**src/rtl/core/gms_pkg.sv**
```systemverilog
// ----------------------------------------------------------------------------
// gms_pkg
// Shared types, codes and small lookup functions for the gaze motion sequencer.
// ----------------------------------------------------------------------------
package gms_pkg;

	localparam int TIME_W  = 64;
	localparam int HOLD_W  = 32;
	localparam int DIR_W   = 4;
	localparam int FOC_W   = 7;
	localparam int BYTE_W  = 8;
	localparam int ID_W    = 16;
	localparam int PHASE_W = 3;
	localparam int SAC_W   = 7;

	// serial divider sizing: quotient never exceeds the focus range
	localparam int DIV_QW = FOC_W;
	localparam int DIV_DW = SAC_W;
	localparam int DIV_NW = DIV_QW + DIV_DW;

	// request codes
	localparam logic [1:0] REQ_SET   = 2'd0;
	localparam logic [1:0] REQ_CLEAR = 2'd1;
	localparam logic [1:0] REQ_TICK  = 2'd2;

	// motion phases
	localparam logic [PHASE_W-1:0] PH_IDLE      = 3'd0;
	localparam logic [PHASE_W-1:0] PH_SACCADE   = 3'd1;
	localparam logic [PHASE_W-1:0] PH_OVERSHOOT = 3'd2;
	localparam logic [PHASE_W-1:0] PH_SETTLE    = 3'd3;
	localparam logic [PHASE_W-1:0] PH_FIXATION  = 3'd4;

	// direction codes
	localparam logic [DIR_W-1:0] DIR_CENTER    = 4'd0;
	localparam logic [DIR_W-1:0] DIR_LEFT      = 4'd1;
	localparam logic [DIR_W-1:0] DIR_RIGHT     = 4'd2;
	localparam logic [DIR_W-1:0] DIR_UP        = 4'd3;
	localparam logic [DIR_W-1:0] DIR_DOWN      = 4'd4;
	localparam logic [DIR_W-1:0] DIR_UPLEFT    = 4'd5;
	localparam logic [DIR_W-1:0] DIR_UPRIGHT   = 4'd6;
	localparam logic [DIR_W-1:0] DIR_DOWNLEFT  = 4'd7;
	localparam logic [DIR_W-1:0] DIR_DOWNRIGHT = 4'd8;

	// timing in ms
	localparam logic [SAC_W-1:0] SAC_NEAR_MS  = 7'd60;
	localparam logic [SAC_W-1:0] SAC_MID_MS   = 7'd90;
	localparam logic [SAC_W-1:0] SAC_FAR_MS   = 7'd120;
	localparam logic [SAC_W-1:0] OVERSHOOT_MS = 7'd45;
	localparam logic [SAC_W-1:0] SETTLE_MS    = 7'd70;

	// focus shaping
	localparam logic [BYTE_W-1:0] FOCUS_MAX   = 8'd100;
	localparam logic [BYTE_W-1:0] FOCUS_BOOST = 8'd14;
	localparam logic [BYTE_W-1:0] FOCUS_FLOOR = 8'd4;
	// divide by 6 as multiply by 171 and shift by 10, exact over the focus range
	localparam logic [14:0]       DIV6_RECIP  = 15'd171;
	localparam int                DIV6_SHIFT  = 10;

	typedef struct packed {
		logic [1:0]         req_type;
		logic [TIME_W-1:0]  now_ms;
		logic [DIR_W-1:0]   target_direction;
		logic [BYTE_W-1:0]  target_focus;
		logic [BYTE_W-1:0]  target_anchor;
		logic [HOLD_W-1:0]  hold_ms;
		logic               render_valid;
		logic               layer_is_gaze_owner;
		logic [ID_W-1:0]    layer_owner_id;
		logic [BYTE_W-1:0]  shown_anchor;
		logic [DIR_W-1:0]   shown_direction;
		logic [FOC_W-1:0]   shown_focus;
	} gms_req_t;

	typedef struct packed {
		logic               ok;
		logic               write_eyes;
		logic [BYTE_W-1:0]  eye_anchor;
		logic [DIR_W-1:0]   eye_direction;
		logic [FOC_W-1:0]   eye_focus;
		logic [PHASE_W-1:0] motion_phase;
	} gms_rsp_t;

	function automatic logic [FOC_W-1:0] clamp100(input logic [BYTE_W-1:0] v);
		return (v > FOCUS_MAX) ? FOC_W'(FOCUS_MAX) : FOC_W'(v);
	endfunction

	function automatic logic signed [2:0] dir_x(input logic [DIR_W-1:0] d);
		logic signed [2:0] r;
		r = 3'sd0;
		unique case (d)
			DIR_LEFT, DIR_UPLEFT, DIR_DOWNLEFT:    r = -3'sd1;
			DIR_RIGHT, DIR_UPRIGHT, DIR_DOWNRIGHT: r = 3'sd1;
			default:                               r = 3'sd0;
		endcase
		return r;
	endfunction

	function automatic logic signed [2:0] dir_y(input logic [DIR_W-1:0] d);
		logic signed [2:0] r;
		r = 3'sd0;
		unique case (d)
			DIR_UP, DIR_UPLEFT, DIR_UPRIGHT:       r = -3'sd1;
			DIR_DOWN, DIR_DOWNLEFT, DIR_DOWNRIGHT: r = 3'sd1;
			default:                               r = 3'sd0;
		endcase
		return r;
	endfunction

	function automatic logic [DIR_W-1:0] over_dir(input logic [DIR_W-1:0] d);
		logic [DIR_W-1:0] r;
		r = DIR_CENTER;
		unique case (d)
			DIR_LEFT:                 r = DIR_UPLEFT;
			DIR_RIGHT, DIR_UP:        r = DIR_UPRIGHT;
			DIR_DOWN:                 r = DIR_DOWNRIGHT;
			DIR_UPLEFT, DIR_DOWNLEFT: r = DIR_LEFT;
			DIR_UPRIGHT, DIR_DOWNRIGHT: r = DIR_RIGHT;
			default:                  r = DIR_CENTER;
		endcase
		return r;
	endfunction

	function automatic logic [2:0] manhattan(input logic [DIR_W-1:0] a,
		input logic [DIR_W-1:0] b);
		logic signed [2:0] dx;
		logic signed [2:0] dy;
		logic [2:0]        ax;
		logic [2:0]        ay;
		dx = dir_x(a) - dir_x(b);
		dy = dir_y(a) - dir_y(b);
		ax = dx[2] ? 3'(-dx) : 3'(dx);
		ay = dy[2] ? 3'(-dy) : 3'(dy);
		return ax + ay;
	endfunction

	function automatic logic [4:0] div6(input logic [FOC_W-1:0] g);
		logic [14:0] p;
		p = 15'(g) * DIV6_RECIP;
		return 5'(p >> DIV6_SHIFT);
	endfunction

endpackage

```
**src/rtl/core/gms_ifs.sv**
```systemverilog
// ----------------------------------------------------------------------------
// gms_ifs
// Valid/ready channels of the gaze motion sequencer: request, response, config.
// ----------------------------------------------------------------------------
interface gms_req_if import gms_pkg::*; ();
	logic     valid;
	logic     ready;
	gms_req_t payload;
	modport source(output valid, output payload, input ready);
	modport sink(input valid, input payload, output ready);
endinterface

interface gms_rsp_if import gms_pkg::*; ();
	logic     valid;
	logic     ready;
	gms_rsp_t payload;
	modport source(output valid, output payload, input ready);
	modport sink(input valid, input payload, output ready);
endinterface

interface gms_cfg_if import gms_pkg::*; ();
	logic            valid;
	logic            ready;
	logic [ID_W-1:0] data;
	modport source(output valid, output data, input ready);
	modport sink(input valid, input data, output ready);
endinterface

```
**src/rtl/core/gms_alu.sv**
```systemverilog
// ----------------------------------------------------------------------------
// gms_alu
// Shared 64-bit add/subtract unit; carry out doubles as the a >= b flag.
// ----------------------------------------------------------------------------
module gms_alu import gms_pkg::*; (
	input  logic [TIME_W-1:0] a,
	input  logic [TIME_W-1:0] b,
	input  logic              sub,
	output logic [TIME_W-1:0] sum,
	output logic              carry
);

	logic [TIME_W-1:0] b_eff;

	assign b_eff = sub ? ~b : b;
	assign {carry, sum} = {1'b0, a} + {1'b0, b_eff} + (TIME_W + 1)'(sub);

endmodule

```
**src/rtl/core/gms_div.sv**
```systemverilog
// ----------------------------------------------------------------------------
// gms_div
// Restoring serial divider, one quotient bit per cycle; quotient fits DIV_QW.
// ----------------------------------------------------------------------------
module gms_div import gms_pkg::*; (
	input  logic              clk,
	input  logic              arst_n,
	input  logic              start,
	input  logic [DIV_NW-1:0] dividend,
	input  logic [DIV_DW-1:0] divisor,
	output logic              done,
	output logic [DIV_QW-1:0] quotient
);

	localparam int SW = DIV_DW + DIV_QW - 1;
	localparam int CW = (DIV_QW > 1) ? $clog2(DIV_QW) : 1;

	logic [DIV_NW-1:0] rem_q;
	logic [SW-1:0]     dvs_q;
	logic [DIV_QW-1:0] quo_q;
	logic [CW-1:0]     cnt_q;
	logic              busy_q;
	logic              done_q;
	logic [DIV_NW-1:0] dvs_ext;
	logic              ge;

	assign dvs_ext  = DIV_NW'(dvs_q);
	assign ge       = rem_q >= dvs_ext;
	assign done     = done_q;
	assign quotient = quo_q;

	always_ff @(posedge clk or negedge arst_n) begin
		if (!arst_n) begin
			rem_q  <= '0;
			dvs_q  <= '0;
			quo_q  <= '0;
			cnt_q  <= '0;
			busy_q <= 1'b0;
			done_q <= 1'b0;
		end else begin
			done_q <= 1'b0;
			if (start) begin
				rem_q  <= dividend;
				dvs_q  <= SW'(divisor) << (DIV_QW - 1);
				quo_q  <= '0;
				cnt_q  <= CW'(DIV_QW - 1);
				busy_q <= 1'b1;
			end else if (busy_q) begin
				if (ge) begin
					rem_q <= rem_q - dvs_ext;
				end
				quo_q <= {quo_q[DIV_QW-2:0], ge};
				dvs_q <= dvs_q >> 1;
				if (cnt_q == '0) begin
					busy_q <= 1'b0;
					done_q <= 1'b1;
				end else begin
					cnt_q <= cnt_q - 1'b1;
				end
			end
		end
	end

endmodule

```
**src/rtl/core/gaze_motion_sequencer_top.sv**
```systemverilog
// ----------------------------------------------------------------------------
// gaze_motion_sequencer_top
// Eye-gaze motion sequencer: plans saccade/overshoot/settle/fixation timelines
// and steps them on ticks, interpolating focus through a serial divider.
// ----------------------------------------------------------------------------
// set requests step the adder through the four timeline ends; clear and ignored
// requests go straight to the response; req.ready rises in the same cycle as response valid
// tick cost is set by the shared 64-bit adder (one compare or sum per cycle)
// plus the serial divider when focus is interpolated
// a response can wait in the output register while the next request is taken
// arst_n clears all timeline state to idle, owner id to zero
module gaze_motion_sequencer_top import gms_pkg::*; (
	input  logic      clk,
	input  logic      arst_n,
	gms_cfg_if.sink   cfg,
	gms_req_if.sink   req,
	gms_rsp_if.source rsp
);

	typedef enum logic [3:0] {
		S_IDLE, S_DECODE,
		S_SET_SAC, S_SET_OVR, S_SET_STL, S_SET_FIX,
		S_T_FIX, S_T_SAC, S_T_OVR, S_T_STL,
		S_I_ELAP, S_I_DUR, S_I_CMP, S_I_DIV,
		S_CMP, S_DONE
	} state_t;

	state_t               state_q;
	gms_req_t             in_q;
	logic [ID_W-1:0]      owner_q;
	logic                 active_q;
	logic [PHASE_W-1:0]   phase_q;
	logic [DIR_W-1:0]     goal_dir_q;
	logic [FOC_W-1:0]     goal_focus_q;
	logic [BYTE_W-1:0]    goal_anchor_q;
	logic [DIR_W-1:0]     over_dir_q;
	logic [DIR_W-1:0]     present_dir_q;
	logic [TIME_W-1:0]    sac_start_q;
	logic [TIME_W-1:0]    sac_end_q;
	logic [TIME_W-1:0]    over_end_q;
	logic [TIME_W-1:0]    settle_end_q;
	logic [TIME_W-1:0]    fix_end_q;
	logic [SAC_W-1:0]     sac_len_q;
	logic                 allow_q;
	logic                 still_q;
	logic                 in_settle_q;
	logic [FOC_W-1:0]     from_q;
	logic [TIME_W-1:0]    elap_q;
	logic [TIME_W-1:0]    dur_q;
	logic [DIR_W-1:0]     dir_q;
	logic [FOC_W-1:0]     foc_q;
	logic                 ok_q;
	logic                 wr_q;
	logic                 rsp_valid_q;
	gms_rsp_t             rsp_q;

	logic [TIME_W-1:0]    alu_a;
	logic [TIME_W-1:0]    alu_b;
	logic                 alu_sub;
	logic [TIME_W-1:0]    alu_sum;
	logic                 alu_carry;

	logic [2:0]           move_dist;
	logic                 diag;
	logic                 can_write;
	logic [TIME_W-1:0]    interp_base;
	logic [TIME_W-1:0]    interp_end;
	logic                 from_above;
	logic [FOC_W-1:0]     mag;
	logic                 div_start;
	logic [DIV_NW-1:0]    div_num;
	logic                 div_done;
	logic [DIV_QW-1:0]    div_quo;
	logic [BYTE_W-1:0]    interp_foc;
	logic [FOC_W-1:0]     boosted;

	gms_alu u_alu (
		.a     (alu_a),
		.b     (alu_b),
		.sub   (alu_sub),
		.sum   (alu_sum),
		.carry (alu_carry)
	);

	gms_div u_div (
		.clk      (clk),
		.arst_n   (arst_n),
		.start    (div_start),
		.dividend (div_num),
		.divisor  (dur_q[DIV_DW-1:0]),
		.done     (div_done),
		.quotient (div_quo)
	);

	assign req.ready   = (state_q == S_IDLE);
	assign cfg.ready   = 1'b1;
	assign rsp.valid   = rsp_valid_q;
	assign rsp.payload = rsp_q;

	assign move_dist = manhattan(present_dir_q, in_q.target_direction);
	assign diag      = (dir_x(in_q.target_direction) != 3'sd0) &&
		(dir_y(in_q.target_direction) != 3'sd0);
	assign can_write = (owner_q != '0) && in_q.layer_is_gaze_owner &&
		(in_q.layer_owner_id == owner_q);
	assign boosted   = clamp100(BYTE_W'(goal_focus_q) + FOCUS_BOOST);

	assign interp_base = in_settle_q ? over_end_q : sac_start_q;
	assign interp_end  = in_settle_q ? settle_end_q : sac_end_q;
	assign from_above  = from_q > goal_focus_q;
	assign mag         = from_above ? (from_q - goal_focus_q) : (goal_focus_q - from_q);
	assign div_num     = DIV_NW'(mag) * DIV_NW'(elap_q[SAC_W-1:0]);
	// early exit when the span is empty or already elapsed
	assign div_start   = (state_q == S_I_CMP) && (dur_q != '0) && !alu_carry;
	assign interp_foc  = from_above ? (BYTE_W'(from_q) - BYTE_W'(div_quo)) :
		(BYTE_W'(from_q) + BYTE_W'(div_quo));

	// operand select for the shared adder
	always_comb begin
		alu_a   = '0;
		alu_b   = '0;
		alu_sub = 1'b0;
		unique case (state_q)
			S_SET_SAC: begin
				alu_a = in_q.now_ms;
				alu_b = TIME_W'(sac_len_q);
			end
			S_SET_OVR: begin
				alu_a = sac_end_q;
				alu_b = allow_q ? TIME_W'(OVERSHOOT_MS) : '0;
			end
			S_SET_STL: begin
				alu_a = over_end_q;
				alu_b = allow_q ? TIME_W'(SETTLE_MS) : '0;
			end
			S_SET_FIX: begin
				alu_a = settle_end_q;
				alu_b = TIME_W'(in_q.hold_ms);
			end
			S_T_FIX: begin
				alu_a   = fix_end_q;
				alu_b   = in_q.now_ms;
				alu_sub = 1'b1;
			end
			S_T_SAC: begin
				alu_a   = in_q.now_ms;
				alu_b   = sac_end_q;
				alu_sub = 1'b1;
			end
			S_T_OVR: begin
				alu_a   = in_q.now_ms;
				alu_b   = over_end_q;
				alu_sub = 1'b1;
			end
			S_T_STL: begin
				alu_a   = in_q.now_ms;
				alu_b   = settle_end_q;
				alu_sub = 1'b1;
			end
			S_I_ELAP: begin
				alu_a   = in_q.now_ms;
				alu_b   = interp_base;
				alu_sub = 1'b1;
			end
			S_I_DUR: begin
				alu_a   = interp_end;
				alu_b   = interp_base;
				alu_sub = 1'b1;
			end
			S_I_CMP: begin
				alu_a   = elap_q;
				alu_b   = dur_q;
				alu_sub = 1'b1;
			end
			default: begin
				alu_a   = '0;
				alu_b   = '0;
				alu_sub = 1'b0;
			end
		endcase
	end

	always_ff @(posedge clk or negedge arst_n) begin
		if (!arst_n) begin
			state_q       <= S_IDLE;
			in_q          <= '0;
			owner_q       <= '0;
			active_q      <= 1'b0;
			phase_q       <= PH_IDLE;
			goal_dir_q    <= DIR_CENTER;
			goal_focus_q  <= '0;
			goal_anchor_q <= '0;
			over_dir_q    <= DIR_CENTER;
			present_dir_q <= DIR_CENTER;
			sac_start_q   <= '0;
			sac_end_q     <= '0;
			over_end_q    <= '0;
			settle_end_q  <= '0;
			fix_end_q     <= '0;
			sac_len_q     <= '0;
			allow_q       <= 1'b0;
			still_q       <= 1'b0;
			in_settle_q   <= 1'b0;
			from_q        <= '0;
			elap_q        <= '0;
			dur_q         <= '0;
			dir_q         <= DIR_CENTER;
			foc_q         <= '0;
			ok_q          <= 1'b0;
			wr_q          <= 1'b0;
			rsp_valid_q   <= 1'b0;
			rsp_q         <= '0;
		end else begin
			if (cfg.valid && cfg.ready) begin
				owner_q <= cfg.data;
			end
			// S_DONE handles the output register itself
			if (rsp_valid_q && rsp.ready && (state_q != S_DONE)) begin
				rsp_valid_q <= 1'b0;
			end
			unique case (state_q)
				S_IDLE: begin
					if (req.valid) begin
						in_q    <= req.payload;
						state_q <= S_DECODE;
					end
				end
				S_DECODE: begin
					ok_q  <= 1'b0;
					wr_q  <= 1'b0;
					dir_q <= goal_dir_q;
					foc_q <= goal_focus_q;
					unique case (in_q.req_type)
						REQ_SET: begin
							if (in_q.hold_ms != '0) begin
								goal_dir_q    <= in_q.target_direction;
								goal_focus_q  <= clamp100(in_q.target_focus);
								goal_anchor_q <= in_q.target_anchor;
								over_dir_q    <= over_dir(in_q.target_direction);
								sac_len_q     <= (move_dist <= 3'd1) ? SAC_NEAR_MS :
									((move_dist == 3'd2) ? SAC_MID_MS : SAC_FAR_MS);
								allow_q       <= (move_dist != 3'd0) && !diag;
								still_q       <= (move_dist == 3'd0);
								sac_start_q   <= in_q.now_ms;
								state_q       <= S_SET_SAC;
							end else begin
								state_q <= S_DONE;
							end
						end
						REQ_CLEAR: begin
							active_q     <= 1'b0;
							phase_q      <= PH_IDLE;
							sac_start_q  <= '0;
							sac_end_q    <= '0;
							over_end_q   <= '0;
							settle_end_q <= '0;
							fix_end_q    <= '0;
							state_q      <= S_DONE;
						end
						REQ_TICK: begin
							if (in_q.render_valid && can_write && active_q) begin
								state_q <= S_T_FIX;
							end else begin
								state_q <= S_DONE;
							end
						end
						default: begin
							state_q <= S_DONE;
						end
					endcase
				end
				S_SET_SAC: begin
					sac_end_q <= alu_sum;
					state_q   <= S_SET_OVR;
				end
				S_SET_OVR: begin
					over_end_q <= alu_sum;
					state_q    <= S_SET_STL;
				end
				S_SET_STL: begin
					settle_end_q <= alu_sum;
					state_q      <= S_SET_FIX;
				end
				S_SET_FIX: begin
					fix_end_q <= alu_sum;
					phase_q   <= still_q ? PH_FIXATION : PH_SACCADE;
					active_q  <= 1'b1;
					ok_q      <= 1'b1;
					state_q   <= S_DONE;
				end
				S_T_FIX: begin
					// no carry means now is past the end of fixation
					if (!alu_carry) begin
						active_q <= 1'b0;
						phase_q  <= PH_IDLE;
						state_q  <= S_DONE;
					end else begin
						state_q <= S_T_SAC;
					end
				end
				S_T_SAC: begin
					if (!alu_carry) begin
						phase_q     <= PH_SACCADE;
						from_q      <= clamp100(BYTE_W'(div6(goal_focus_q)) + FOCUS_FLOOR);
						in_settle_q <= 1'b0;
						state_q     <= S_I_ELAP;
					end else begin
						state_q <= S_T_OVR;
					end
				end
				S_T_OVR: begin
					if (!alu_carry) begin
						phase_q <= PH_OVERSHOOT;
						dir_q   <= over_dir_q;
						foc_q   <= boosted;
						state_q <= S_CMP;
					end else begin
						state_q <= S_T_STL;
					end
				end
				S_T_STL: begin
					if (!alu_carry) begin
						phase_q     <= PH_SETTLE;
						from_q      <= boosted;
						in_settle_q <= 1'b1;
						state_q     <= S_I_ELAP;
					end else begin
						phase_q <= PH_FIXATION;
						state_q <= S_CMP;
					end
				end
				S_I_ELAP: begin
					elap_q  <= alu_sum;
					state_q <= S_I_DUR;
				end
				S_I_DUR: begin
					dur_q   <= alu_sum;
					state_q <= S_I_CMP;
				end
				S_I_CMP: begin
					if (div_start) begin
						state_q <= S_I_DIV;
					end else begin
						foc_q   <= goal_focus_q;
						state_q <= S_CMP;
					end
				end
				S_I_DIV: begin
					if (div_done) begin
						foc_q   <= clamp100(interp_foc);
						state_q <= S_CMP;
					end
				end
				S_CMP: begin
					if ((in_q.shown_anchor != goal_anchor_q) ||
						(in_q.shown_direction != dir_q) ||
						(in_q.shown_focus != foc_q)) begin
						ok_q          <= 1'b1;
						wr_q          <= 1'b1;
						present_dir_q <= dir_q;
					end
					state_q <= S_DONE;
				end
				S_DONE: begin
					if (!rsp_valid_q || rsp.ready) begin
						rsp_q.ok            <= ok_q;
						rsp_q.write_eyes    <= wr_q;
						rsp_q.eye_anchor    <= wr_q ? goal_anchor_q : '0;
						rsp_q.eye_direction <= wr_q ? dir_q : DIR_CENTER;
						rsp_q.eye_focus     <= wr_q ? foc_q : '0;
						rsp_q.motion_phase  <= phase_q;
						rsp_valid_q         <= 1'b1;
						state_q             <= S_IDLE;
					end
				end
				default: begin
					state_q <= S_IDLE;
				end
			endcase
		end
	end

	a_idle_when_inactive: assert property (@(posedge clk) disable iff (!arst_n)
		!active_q |-> (phase_q == PH_IDLE))
		else $error("inactive sequencer left in a motion phase");

	a_write_implies_ok: assert property (@(posedge clk) disable iff (!arst_n)
		rsp_valid_q && rsp_q.write_eyes |-> rsp_q.ok)
		else $error("eye write reported without ok");

	a_quiet_fields_zero: assert property (@(posedge clk) disable iff (!arst_n)
		rsp_valid_q && !rsp_q.write_eyes |->
		(rsp_q.eye_anchor == '0) && (rsp_q.eye_direction == '0) && (rsp_q.eye_focus == '0))
		else $error("eye fields nonzero without a write");

	a_focus_range: assert property (@(posedge clk) disable iff (!arst_n)
		rsp_valid_q |-> (BYTE_W'(rsp_q.eye_focus) <= FOCUS_MAX))
		else $error("eye focus above range");

	a_div_in_range: assert property (@(posedge clk) disable iff (!arst_n)
		div_start |-> (dur_q[TIME_W-1:SAC_W] == '0) && (elap_q < dur_q))
		else $error("interpolation span out of divider range");

endmodule

```
**src/flat_wrapper.sv**
```systemverilog
// flat-port wrapper written by rule: the top's interface ports become plain ports
module gaze_motion_sequencer_top_flat import gms_pkg::*;
  (clk, arst_n, cfg_valid, cfg_data, cfg_ready, req_valid, req_payload, req_ready, rsp_valid, rsp_payload, rsp_ready);
  gms_cfg_if cfg_i ();
  gms_req_if req_i ();
  gms_rsp_if rsp_i ();
  input  logic clk;
  input  logic arst_n;
  input wire logic [$bits(cfg_i.valid)-1:0] cfg_valid;
  input wire logic [$bits(cfg_i.data)-1:0] cfg_data;
  output wire logic [$bits(cfg_i.ready)-1:0] cfg_ready;
  input wire logic [$bits(req_i.valid)-1:0] req_valid;
  input wire logic [$bits(req_i.payload)-1:0] req_payload;
  output wire logic [$bits(req_i.ready)-1:0] req_ready;
  output wire logic [$bits(rsp_i.valid)-1:0] rsp_valid;
  output wire logic [$bits(rsp_i.payload)-1:0] rsp_payload;
  input wire logic [$bits(rsp_i.ready)-1:0] rsp_ready;
  assign cfg_i.valid = cfg_valid;
  assign cfg_i.data = cfg_data;
  assign cfg_ready = cfg_i.ready;
  assign req_i.valid = req_valid;
  assign req_i.payload = req_payload;
  assign req_ready = req_i.ready;
  assign rsp_valid = rsp_i.valid;
  assign rsp_payload = rsp_i.payload;
  assign rsp_i.ready = rsp_ready;
  gaze_motion_sequencer_top u_core (.clk(clk), .arst_n(arst_n), .cfg(cfg_i), .req(req_i), .rsp(rsp_i));
endmodule
```
**config.mk**
```make
export PLATFORM = sky130hd
export DESIGN_NAME = gaze_motion_sequencer_top_flat
export DESIGN_NICKNAME = d
export VERILOG_FILES = /design/src/rtl/core/gms_pkg.sv /design/src/rtl/core/gms_ifs.sv /design/src/rtl/core/gms_alu.sv /design/src/rtl/core/gms_div.sv /design/src/rtl/core/gaze_motion_sequencer_top.sv /design/src/flat_wrapper.sv
export SDC_FILE = /design/constraint.sdc
export NUM_CORES = 2
export LEC_CHECK = 0
export ABC_CLOCK_PERIOD_IN_PS = 6100
export BUFFER_PORTS_ARGS = -buffer_cell sky130_fd_sc_hd__buf_2
export CORE_MARGIN = 2
export CORE_UTILIZATION = 55
export CTS_CLUSTER_SIZE = 30
export DETAILED_ROUTE_END_ITERATION = 7
export PLACE_DENSITY = 0.74
export SLEW_MARGIN = 40
export SYNTH_ARGS = -nofsm -noshare
export SYNTH_HDL_FRONTEND = slang
export SYNTH_SLANG_ARGS = --single-unit
```
**constraint.sdc**
```tcl
create_clock -name clk -period 6.1 [get_ports clk]
set_input_delay 0.61 -clock clk [delete_from_list [all_inputs] [get_ports clk]]
set_output_delay 0.61 -clock clk [all_outputs]
set_load 0.03 [all_outputs]
```
==> results.txt <==
----------------------------------------------------
[Run status]
  Run status ... finished, violations left
  Violations in the final reports ... negative hold slack

[Global route]
  Number of global-route vias before repair ... 35334
  Maximum number of pins on one net before global-route repair ... 151
  First-pass GRT wire length ... 206000 um
  Number of antenna violations at the first check in global routing ... 2
  GRT Total Usage ... 33.5%
  Grt ovf ... 0

[Finish]
  Most common cell after layout, fill and taps aside ... dfrtp_1
  Sequential cell area in the final layout ... 18700 um2
  Commonest non-fill, non-tap cells in the layout ... dfrtp_1 (743), nand2_1 (486), a22o_1 (318)
  Count of filler cells inserted in the layout ... 6039
  Net total in the final layout ... 4638
  Fraction of layout instances using a drive strength above 1 ... 20.2%
  Area used by multi-input combinational logic ... 22200 um2
  Layout area overhead ... 13.8%

[Clocking]
  Clock tree from TritonCTS ... done
  Count of clock tree sinks ... 746
  Maximum number of buffers from clock root to sink ... 3
  Number of buffers created by CTS ... 82
  Clock transition at the register clock pins on the worst setup and hold paths after CTS ... 0.06 ns
  Hold-fix buffers at CTS ... 0
  Number of H-tree levels ... 3
  Clk_lat worst skew ... 0.65 ns
  Clk Tree Root Cell ... clkbuf_16

[Setup path]
  Type of origin of the critical path ... register
  Number of cells traversed by the worst register-to-register path ... 16
  Data arrival time at the worst-slack endpoint ... 6.44 ns
  Crit path max fanout ... 22
  Worst r2r src ... u_core.state_q[2]$_DFFE_PN0P_
  Capture instance of the worst register-to-register path ... u_core.foc_q[0]$_DFFE_PN0P_
  Critical path endpoint category ... register
  CP Data Required Time ... 6.62 ns
  Category of the most critical setup path ... register to register
  Reg-to-reg slack, setup ... 0.18 ns

[Logic synthesis]
  Gate Count Post-Synth ... 4109
  Sequential element share of the synthesized area ... 44.4%
  Post-synthesis sequential element count ... 746
  Avg Synthesized Cell Area ... 10.2 um2
  Number of distinct library cells after synthesis ... 90
  Warnings from Yosys ... 0
  Synthesized net count ... 4501
  Cell area after synthesis ... 42000 um2
  EDFF count, synth ... 0
  Commonest register cell after synthesis ... dfrtp_1
  Fraction of registers with async set or reset after synthesis ... 100%

[Timing]
  Clock Skew ... 0.0311 ns
  Crit share post-route ... 97.0%
  Worst slack on hold paths ... -0.0205 ns
  Worst-case setup margin in the final layout ... 0.183 ns
  Final hold vios ... 7
  Slew headroom ... 39.6%
  Worst Tran Pin Value ... 0.906 ns
  Time the final worst path needs with I/O delays and setup ... 5.92 ns
  Maximum clock rate ... 169 MHz
  Number of max-slew violations in the final report ... 0
  RSZ-0062 raised after global routing ... false
  Setup-failing EPs final ... 0

[Drt]
  Wirelength per Cell ... 25.1 um
  # DRC ... 0
  Remaining antenna violation count after routing ... 0
  Iteration-0 DRC count of the detailed router ... 4822
  Via-per-instance ratio ... 6.80
  Number of optimization iterations in the first detailed-route pass ... 7
  Count of vias placed by the detailed router ... 35945
  Final wirelength ... 133000 um

[Place]
  GPL Wtd Cong ... 0.966
  Placed wire-length estimate after detailed placement ... 85400 um
  Pre-CTS setup slack ... -0.0828 ns
  I/O Buffers ... 201

[Floorplan]
  Effective utilization at floorplan ... 55.4%
  Core region area ... 75800 um2
  Die width ... 280 um
  Site row count ... 101
  Floorplan die area ... 78600 um2
  Overall die height ... 280 um
  Number of placed I/O pins ... 203

[Run]
  Max-cap check violation count ... 0

[Worst hold path]
  Worst min-delay path category ... input pin to asynchronous set/reset pin

----------------------------------------------------
cell usage after synthesis, drive strengths merged (5+ instances only):
master  instances  area (um2)
o31ai          22         165
a211oi          7        57.6
a21oi         224        1120
a21boi          8        63.8
a22oi          70         526
o21bai         29         218
nor3           38         195
mux2i          65         651
a222oi         69         691
a22o          318        2790
nor2b          23         144
nand2         489        1840
a21o           37         278
o21a           18         135
nand3          61         305
o41ai           5        62.6
nand2b         21         131
or3             6        37.5
nor4           46         294
nor2          189         709
fa             41         821
and2           32         200
and3           14        87.6
mux2          315        3550
nand3b          8        60.1
dfrtp         746       18700
buf            35         160
o31a            5        45.0
inv           136         510
clkbuf        244         916
a31o            5        43.8
or2            12        75.1
a31oi          15        93.8
xnor2          66         578
a221o          11         110
xor2           72         631
ha            175        2190
o21ai         193         973
a221oi         61         552
nand4         107         669
a32o            5        50.1
timing repair:
action / 4_1_cts / 5_1_grt
resized for setup: 4 / 31
setup buffers: 4 / 3
cloned: 0 / 0
setup endpoints to repair: 3 / 26
pin swaps: 3 / 22
sequential cells by signal, indices dropped and copies added, names as in the netlist, 4 cells and up:
name	count
u_core.goal_focus_q	7
u_core.settle_end_q	64
u_core.u_div.quotient	7
u_core.state_q	4
u_core.sac_end_q	64
u_core.sac_start_q	64
u_core.goal_anchor_q	8
u_core.elap_q	64
u_core.goal_dir_q	4
u_core.rsp.payload	24
u_core.dir_q	4
u_core.fix_end_q	64
u_core.sac_len_q	5
u_core.present_dir_q	4
u_core.over_dir_q	4
u_core.u_div.dvs_q	13
u_core.dur_q	64
u_core.owner_q	16
u_core.foc_q	7
u_core.in_q	155
u_core.over_end_q	64
u_core.from_q	7
u_core.u_div.rem_q	14
critical path, stage by stage (launching register included):
cell and delay (ns):
dfrtp_1 0.52, buf_12 0.21, nor4bb_4 0.47, buf_4 0.38, buf_4 0.27, a22o_1 0.15, a221oi_1 0.04, a32o_1 0.29
ha_1 0.37, nand2_1 0.18, o41ai_4 0.46, or4b_4 0.56, a2111oi_4 0.51, o21ai_2 0.19, and3_2 0.37, o2111ai_4 0.39
mux2_2 0.39
kinds of logic after synthesis:
family,count (synthesis),synth area share [%]
other,1,0.00892
buffers and inverters,415,3.78
flip-flops,746,44.4
AO/OA/AOI/OAI,1146,20.0
multiplexers,380,9.99
AND/OR/NAND/NOR,1067,11.7
XOR/XNOR,138,2.88
adder cells (fa/ha/maj),216,7.16
stage by stage:
step                      cell area (um2)  hold slack (ns)  setup TNS (ns)  util, %  std cells
after floorplan                     42000            0.314               0        -       4109
after global placement              44400            0.446               0     58.6       5127
after detailed placement            44500            0.450         -0.0839     58.7       5130
after CTS                           47600           0.0187               0     62.7       5281
after global routing                47800           0.0379               0     63.1       5289
final                               47800          -0.0205               0     63.1       5289
how the worst max path moves through the flow:
stage          slack [ns]                                 end                          startpoint  cells after the start
2_1_floorplan        0.04  u_core.u_div.rem_q[12]$_DFFE_PN0P_        u_core.from_q[1]$_DFFE_PN0P_                     30
3_3_place_gp         0.14  u_core.u_div.rem_q[12]$_DFFE_PN0P_  u_core.goal_focus_q[1]$_DFFE_PN0P_                     28
3_5_place_dp        -0.08  u_core.u_div.rem_q[12]$_DFFE_PN0P_  u_core.goal_focus_q[1]$_DFFE_PN0P_                     27
4_1_cts             0.004  u_core.u_div.rem_q[12]$_DFFE_PN0P_  u_core.goal_focus_q[1]$_DFFE_PN0P_                     28
5_1_grt             0.005         u_core.foc_q[0]$_DFFE_PN0P_       u_core.state_q[0]$_DFFE_PN0P_                     20
6_report             0.18         u_core.foc_q[0]$_DFFE_PN0P_       u_core.state_q[2]$_DFFE_PN0P_                     16
layout make-up:
cell class                 instances  area share [%]
clock inverter                    33            1.32
tap                              978            2.56
timing repair buffer             332            4.78
clock buffer                     114            4.86
antenna                            2          0.0105
inverter                         136            1.07
sequential                       746            39.0
multi-input combinational       2948            46.4
metal layers:
metal  track usage [%]  up-vias  share of wire [%]
li1                  -    15527                  -
met1              45.7    17695                 40
met2              51.3     2222                 45
met3              6.76      501                 10
met4              15.7        0                5.1
met5                 0        -                  0
Power is not shown: default switching activity piles up to over one toggle a cycle in this logic, so the estimate is an artifact.
